**src/hw/rtl/mcet_pkg.sv**
```systemverilog
`timescale 1ns / 1ps
// ----------------------------------------------------------------------------
// mcet_pkg
// Shared types and codes for the multi-channel event timer.
// ----------------------------------------------------------------------------
package mcet_pkg;

  localparam int CHANNELS_DEF = 8;
  localparam int CNT_W        = 32;
  localparam int MASK_W       = 8;

  localparam logic [1:0] CMD_TICK = 2'd0;
  localparam logic [1:0] CMD_SET  = 2'd1;
  localparam logic [1:0] CMD_STOP = 2'd2;

  typedef struct packed {
    logic [CNT_W-1:0] target;
    logic [CNT_W-1:0] count;
    logic             running;
    logic             action;
  } mcet_entry_t;

  typedef struct packed {
    logic              valid;
    logic              accepted;
    logic [MASK_W-1:0] mask;
  } mcet_result_t;

endpackage

```
**src/hw/rtl/mcet_mem.sv**
```systemverilog
`timescale 1ns / 1ps
// ----------------------------------------------------------------------------
// mcet_mem
// Channel table: one write port, one read port, registered read data.
// Per-entry valid bits make unwritten entries read as zero after reset.
// ----------------------------------------------------------------------------
module mcet_mem
  import mcet_pkg::*;
#(
  parameter int CHANNELS = CHANNELS_DEF,
  parameter int IDX_W    = (CHANNELS > 1) ? $clog2(CHANNELS) : 1
) (
  input  logic             clk,
  input  logic             rst,
  input  logic             rd_en,
  input  logic [IDX_W-1:0] rd_addr,
  input  logic             wr_en,
  input  logic [IDX_W-1:0] wr_addr,
  input  mcet_entry_t      wr_data,
  output mcet_entry_t      rd_data
);

  mcet_entry_t mem [CHANNELS];
  logic [CHANNELS-1:0] vld;
  mcet_entry_t         mem_q;
  logic                vld_q;

  always_ff @(posedge clk) begin
    if (wr_en) begin
      mem[wr_addr] <= wr_data;
    end
    if (rd_en) begin
      mem_q <= mem[rd_addr];
    end
  end

  always_ff @(posedge clk) begin
    if (rst) begin
      vld   <= '0;
      vld_q <= 1'b0;
    end else begin
      if (wr_en) begin
        vld[wr_addr] <= 1'b1;
      end
      if (rd_en) begin
        vld_q <= vld[rd_addr];
      end
    end
  end

  assign rd_data = vld_q ? mem_q : '0;

endmodule

```
**src/hw/rtl/mcet_ctrl.sv**
```systemverilog
`timescale 1ns / 1ps
// ----------------------------------------------------------------------------
// mcet_ctrl
// Command sequencer: decodes commands, walks the table on tick with a
// read-modify-write per channel, and builds the result.
// ----------------------------------------------------------------------------
module mcet_ctrl
  import mcet_pkg::*;
#(
  parameter int CHANNELS = CHANNELS_DEF,
  parameter int IDX_W    = (CHANNELS > 1) ? $clog2(CHANNELS) : 1
) (
  input  logic               clk,
  input  logic               rst,
  input  logic               in_valid,
  output logic               in_stall,
  input  logic [1:0]         command,
  input  logic [5:0]         channel,
  input  logic [CNT_W-1:0]   target,
  input  logic               has_action,
  input  logic               run_flag,
  output logic               rd_en,
  output logic [IDX_W-1:0]   rd_addr,
  output logic               wr_en,
  output logic [IDX_W-1:0]   wr_addr,
  output mcet_entry_t        wr_data,
  input  mcet_entry_t        rd_data,
  input  logic               res_free,
  output mcet_result_t       res
);

  typedef enum logic [3:0] {
    ST_IDLE    = 4'b0001,
    ST_WALK    = 4'b0010,
    ST_STOP_WR = 4'b0100,
    ST_DONE    = 4'b1000
  } state_t;

  localparam logic [IDX_W-1:0] LAST_IDX = IDX_W'(CHANNELS - 1);

  state_t            state, state_next;
  logic [IDX_W-1:0]  idx, idx_next;
  logic [MASK_W-1:0] mask, mask_next;
  logic              res_acc, res_acc_next;
  logic              ch_ok;
  logic              hit;
  mcet_entry_t       upd;

  assign ch_ok    = {26'd0, channel} < 32'(CHANNELS);
  assign in_stall = (state != ST_IDLE);
  assign hit      = rd_data.count >= rd_data.target;

  always_comb begin
    upd = rd_data;
    if (rd_data.running) begin
      upd.count = hit ? '0 : rd_data.count + 1'b1;
    end
  end

  always_comb begin
    state_next   = state;
    idx_next     = idx;
    mask_next    = mask;
    res_acc_next = res_acc;
    rd_en        = 1'b0;
    rd_addr      = '0;
    wr_en        = 1'b0;
    wr_addr      = idx;
    wr_data      = upd;
    case (state)
      ST_IDLE: begin
        if (in_valid) begin
          mask_next = '0;
          case (command)
            CMD_TICK: begin
              rd_en      = 1'b1;
              rd_addr    = '0;
              idx_next   = '0;
              state_next = ST_WALK;
            end
            CMD_SET: begin
              wr_en           = ch_ok;
              wr_addr         = channel[IDX_W-1:0];
              wr_data.target  = target;
              wr_data.count   = '0;
              wr_data.running = run_flag;
              wr_data.action  = has_action;
              res_acc_next    = ch_ok;
              state_next      = ST_DONE;
            end
            CMD_STOP: begin
              if (ch_ok) begin
                rd_en      = 1'b1;
                rd_addr    = channel[IDX_W-1:0];
                idx_next   = channel[IDX_W-1:0];
                state_next = ST_STOP_WR;
              end else begin
                res_acc_next = 1'b0;
                state_next   = ST_DONE;
              end
            end
            default: begin
              res_acc_next = 1'b0;
              state_next   = ST_DONE;
            end
          endcase
        end
      end
      ST_WALK: begin
        wr_en = 1'b1;
        if (rd_data.running && hit && rd_data.action) begin
          mask_next = mask | (MASK_W'(1) << idx);
        end
        if (idx == LAST_IDX) begin
          res_acc_next = 1'b1;
          state_next   = ST_DONE;
        end else begin
          idx_next   = idx + 1'b1;
          rd_en      = 1'b1;
          rd_addr    = idx + 1'b1;
          state_next = ST_WALK;
        end
      end
      ST_STOP_WR: begin
        wr_en           = 1'b1;
        wr_data         = rd_data;
        wr_data.count   = '0;
        wr_data.running = 1'b0;
        res_acc_next    = 1'b1;
        state_next      = ST_DONE;
      end
      ST_DONE: begin
        if (res_free) begin
          state_next = ST_IDLE;
        end
      end
      default: begin
        state_next = ST_IDLE;
      end
    endcase
  end

  always_ff @(posedge clk) begin
    if (rst) begin
      state   <= ST_IDLE;
      idx     <= '0;
      mask    <= '0;
      res_acc <= 1'b0;
    end else begin
      state   <= state_next;
      idx     <= idx_next;
      mask    <= mask_next;
      res_acc <= res_acc_next;
    end
  end

  assign res.valid    = (state == ST_DONE);
  assign res.accepted = res_acc;
  assign res.mask     = mask;

endmodule

```
**src/hw/rtl/multi_channel_event_timer_unit.sv**
```systemverilog
`timescale 1ns / 1ps
// ----------------------------------------------------------------------------
// multi_channel_event_timer_unit
// One item in flight: a tick walks every channel, a stop reads its channel and
// writes it back, set and refused commands go straight to the result. The
// next item is accepted in the cycle after the result is loaded. Tick time is
// set by the table walk, one memory read-modify-write per channel per cycle.
// Reset clears the sequencer, output valid and table valid bits (all
// channels read as zero, stopped); no clearing pass.
// ----------------------------------------------------------------------------
module multi_channel_event_timer_unit
  import mcet_pkg::*;
#(
  parameter int CHANNELS = CHANNELS_DEF
) (
  input  logic              clk,
  input  logic              rst,
  input  logic              in_valid,
  output logic              in_stall,
  input  logic [1:0]        command,
  input  logic [5:0]        channel,
  input  logic [CNT_W-1:0]  target,
  input  logic              has_action,
  input  logic              run_flag,
  output logic              out_valid,
  input  logic              out_stall,
  output logic              accepted,
  output logic [MASK_W-1:0] fired_mask
);

  localparam int IDX_W = (CHANNELS > 1) ? $clog2(CHANNELS) : 1;

  logic             rd_en;
  logic [IDX_W-1:0] rd_addr;
  logic             wr_en;
  logic [IDX_W-1:0] wr_addr;
  mcet_entry_t      wr_data;
  mcet_entry_t      rd_data;
  mcet_result_t     res;
  logic             res_free;

  mcet_ctrl #(
    .CHANNELS (CHANNELS),
    .IDX_W    (IDX_W)
  ) u_ctrl (
    .clk        (clk),
    .rst        (rst),
    .in_valid   (in_valid),
    .in_stall   (in_stall),
    .command    (command),
    .channel    (channel),
    .target     (target),
    .has_action (has_action),
    .run_flag   (run_flag),
    .rd_en      (rd_en),
    .rd_addr    (rd_addr),
    .wr_en      (wr_en),
    .wr_addr    (wr_addr),
    .wr_data    (wr_data),
    .rd_data    (rd_data),
    .res_free   (res_free),
    .res        (res)
  );

  mcet_mem #(
    .CHANNELS (CHANNELS),
    .IDX_W    (IDX_W)
  ) u_mem (
    .clk     (clk),
    .rst     (rst),
    .rd_en   (rd_en),
    .rd_addr (rd_addr),
    .wr_en   (wr_en),
    .wr_addr (wr_addr),
    .wr_data (wr_data),
    .rd_data (rd_data)
  );

  // output register
  assign res_free = !out_valid || !out_stall;

  always_ff @(posedge clk) begin
    if (rst) begin
      out_valid <= 1'b0;
    end else if (res.valid && res_free) begin
      out_valid <= 1'b1;
    end else if (!out_stall) begin
      out_valid <= 1'b0;
    end
  end

  always_ff @(posedge clk) begin
    if (res.valid && res_free) begin
      accepted   <= res.accepted;
      fired_mask <= res.mask;
    end
  end

endmodule

```
**config.mk**
```make
export PLATFORM = sky130hd
export DESIGN_NAME = multi_channel_event_timer_unit
export DESIGN_NICKNAME = d
export VERILOG_FILES = /design/src/hw/rtl/mcet_pkg.sv /design/src/hw/rtl/mcet_mem.sv /design/src/hw/rtl/mcet_ctrl.sv /design/src/hw/rtl/multi_channel_event_timer_unit.sv
export SDC_FILE = /design/constraint.sdc
export NUM_CORES = 1
export LEC_CHECK = 0
export ABC_AREA = 1
export BUFFER_PORTS_ARGS = -buffer_cell sky130_fd_sc_hd__buf_2
export CORE_MARGIN = 2
export CORE_UTILIZATION = 35
export DETAILED_ROUTE_END_ITERATION = 6
export SLEW_MARGIN = 0
export SYNTH_ARGS = -nofsm -noshare
export SYNTH_HDL_FRONTEND = slang
export SYNTH_SLANG_ARGS = --single-unit
```
**constraint.sdc**
```tcl
create_clock -name clk -period 3.2 [get_ports clk]
set_clock_uncertainty 0.05 [all_clocks]
set_input_delay 0.64 -clock clk [delete_from_list [all_inputs] [get_ports clk]]
set_output_delay 0.64 -clock clk [all_outputs]
set_load 0.01 [all_outputs]
```
==> results by group <==
Timing
  • Slew Limit Fails: 0
  • Final setup vio count: 0
  • Fmax: 0.331 GHz
  • Final hold slack: 254 ps
  • RSZ-0062 raised after global routing: yes
  • Hold Vio Cnt, Final: 0
  • Period minus WS final: 3020 ps
  • Slew margin rel.: 20.6%
  • Worst-margin pin slew: 1180 ps
  • Final period util: 94.4%

Detailed routing
  • Pre-antenna DRT Iters: 5
  • Iter 0 DRT Violations: 1514
  • Final WL: 66.0 mm
  • Routed len/inst: 19.6 um
  • Vias: 17.6k
  • DRC: 0
  • DRT antenna net count: 0
  • DR vias/cell: 5.22

Yosys
  • Avg Inst Size Synth: 11.7 um2
  • Post-Synthesis Cells: 2279
  • Mux cell area share after synthesis: 0%
  • Yosys warns: 0
  • Register area share after synthesis: 69.9%
  • Post-Synth Adder-Cell Area: 1.79%
  • Post-Synth Simple-Gate Area: 14.0%
  • XOR/XNOR Fraction of Synth Area: 0.362%
  • Syn Nets: 2363
  • Synth Area in Compound Gates: 10.1%
  • FF+latch count, synth: 629
  • Synthesized area: 26600 um2
  • Distinct cells, synth: 42
  • Combinational family with the most area after synthesis: simple AND/OR/NAND/NOR gates

Pwr
  • Clock group share of total power: 42.5%
  • Sw frac: 23.0%
  • Flop pwr share: 51.3%
  • Cell-internal power: 13.8 mW
  • Comb power frac: 6.1%
  • Leakage: 10.5 nW
  • Switch Pwr: 4.12 mW
  • Overall Power: 17.9 mW
  • Worst IR Drop VDD: 0.359 mV
  • Pwr/cell area: 584 nW/um2

Global route
  • GRT Residual Overflow: 0
  • Initial antenna violation count: 0
  • Global-route wire length before repair: 101 mm
  • Vias in the first global route: 16.9k
  • Total Routing Usage GR: 16.7%
  • Largest net degree at the start of global routing: 80

Clocking
  • CTS Buf Count: 68
  • CTS tree: yes
  • Hold-fix buffers, CTS: 0
  • H-tree depth: 3
  • Post-CTS Resized: 0
  • # Post-CTS Setup Buffers: 0
  • Maximum buffer depth of the clock tree: 3
  • Latest clock arrival within the worst-skew pair: 620 ps
  • Worst-path clk slew: 60 ps
  • Clk root buf: clkbuf_16
  • Clk sinks: 629

Floorplan
  • Core area: 75700 um2
  • Die height: 280 um
  • Die footprint: 78300 um2
  • Ports: 57
  • Std cell rows: 101
  • Die W: 280 um
  • Initial cell density of the core: 35.2%

Hold path
  • Worst Hold Class: primary input to register
  • Hold Path Depth: 3

Status
  • Status: complete, no violations

Worst setup path
  • Worst EP required: 3460 ps
  • Setup CP Type: register to register
  • CP Launch Type: register
  • FF-to-FF path depth: 15
  • Worst EP arrival: 3280 ps
  • CP max FO: 16
  • Setup crit end kind: register

Finish
  • Nets: 2423
  • Non-Filler Instances: 3371
  • # diodes: 0
  • Layout cells sized above 1: 13.0%
  • Fin area: 30700 um2
  • Synth-to-Final Area Change: 15.4%
  • Layout Utilization: 40.6%

Placed design
  • Gpl congestion: 0.836
  • HPWL Detailed: 38.8 mm
  • Placed Area: 28500 um2
  • IO buf count: 56
  • Placed Cells incl. Taps: 3247

Run
  • Max_cap viols: 0
## metal layers
metal	part of all wire, %	up-vias	track usage [%]
met3	5.6	104	2.38
li1	-	8212	-
met2	48	514	27.2
met5	0	-	0
met4	2.3	0	5.10
met1	45	8758	23.1
## worst max-delay path, stage by stage, from the launching register on
cell and delay [ps]:
dfxtp_2 360, buf_4 270, nand2_1 180, ha_1 340
nand2_1 80, a21oi_1 60, nor2_1 120, nand2_1 70
nor2_1 100, nand2_1 60, nand2_1 80, nand2_1 80
nand2_1 80, nand2_1 100, buf_4 230, nor2_1 460
## power groups by stage
stage,clock network (mW),registers [mW],logic [mW]
6_report,7.63,9.21,1.10
5_1_grt,8.11,9.21,1.22
4_1_cts,7.78,9.21,1.10
3_5_place_dp,0,9.38,1.10
3_3_place_gp,0,9.38,1.08
2_1_floorplan,0,9.36,0.692
## cells in the mapped netlist (all sizes together)
cell type,n,area share [%]
edfxtp,603,68
nand2,403,5.8
nor2,362,5.3
o21ai,250,4.7
inv,121,1.7
or2,67,1.6
o22ai,66,1.6
o32ai,66,2.2
clkbuf,65,0.92
a21oi,58,1.1
buf,57,1.2
ha,38,1.8
nand3,30,0.60
dfxtp,26,2.0
nor3,20,0.43
xor2,11,0.36
nand4,9,0.21
a211oi,8,0.23
a31oi,3,0.070
o211ai,3,0.085
a21o,2,0.056
clkinv,2,0.028
nor4,2,0.070
o21bai,2,0.056
a22oi,1,0.028
and3,1,0.024
nor3b,1,0.028
o21a,1,0.028
o31ai,1,0.028
## per-stage QoR
| stage | setup TNS [ps] | setup slack, ps |
|---|---|---|
| 2_1_floorplan | 0 | 3.71 |
| 3_3_place_gp | 0 | 191 |
| 3_5_place_dp | 0 | 242 |
| 4_1_cts | 0 | 216 |
| 5_1_grt | -394 | -29.4 |
| 6_report | 0 | 180 |
## path summary, 6_finish.rpt
| kind | start | endpoint | slack (ps) |
|---|---|---|---|
| setup reg to reg | u_mem.vld_q$_SDFFE_PP0P_ | u_mem.mem[5][30]$_DFFE_PP_ | 180 |
| hold / removal | out_stall | out_valid$_SDFFE_PP0P_ | 250 |
| setup / recovery | u_mem.vld_q$_SDFFE_PP0P_ | u_mem.mem[5][30]$_DFFE_PP_ | 180 |
| hold reg to reg | u_ctrl.mask[4]$_SDFFE_PP0P_ | fired_mask[4]$_DFFE_PP_ | 380 |
## state kept, by name, indices dropped and copies added, names as in the netlist
register	cells
u_ctrl.state	4
u_mem.mem	528
fired_mask	8
accepted	1
u_ctrl.mask	8
u_mem.vld_q	1
u_ctrl.res_acc	1
u_ctrl.idx	3
u_mem.vld	8
out_valid	1
u_mem.mem_q	66
## layout by cell type, fill, tap and decap left out, types with 4 or more instances in the layout
cell and n:
nand2_1 394, ha_1 38, or2_0 40, buf_4 26
inv_1 97, o21ai_0 235, nand2_2 7, nor2_1 338
nor2_4 4, clkbuf_1 14, nand4_1 9, bufinv_16 4
clkbuf_16 68, nor2_2 20, a211oi_2 7, o32ai_1 66
o21ai_1 15, dfxtp_1 25, o22ai_1 66, a21oi_1 58
inv_2 14, or2_2 27, nand3_1 28, clkinvlp_4 8
clkinv_1 16, xor2_1 11, nor3_1 14, nor3_2 6
buf_2 56, edfxtp_1 603, clkinv_2 14, buf_12 30
## logic make-up after synthesis
logic type | after synthesis
AOI/OAI and AO/OA | 461
xor gates and xnor gates | 11
adders and majority gates | 38
buffers and inverters | 245
DFF | 629
and+or+nand+nor | 895
## final cells by class
class                   instances  area, um2
well taps                     978       1220
repair buffers                112       1080
multi-input cells            1405       7100
clock inverters                40        413
clock buffers                  84       1780
inverters                     123        499
fillers                      6963      45000
flip-flops and latches        629      18600
Power figures use the tool's default switching activity.
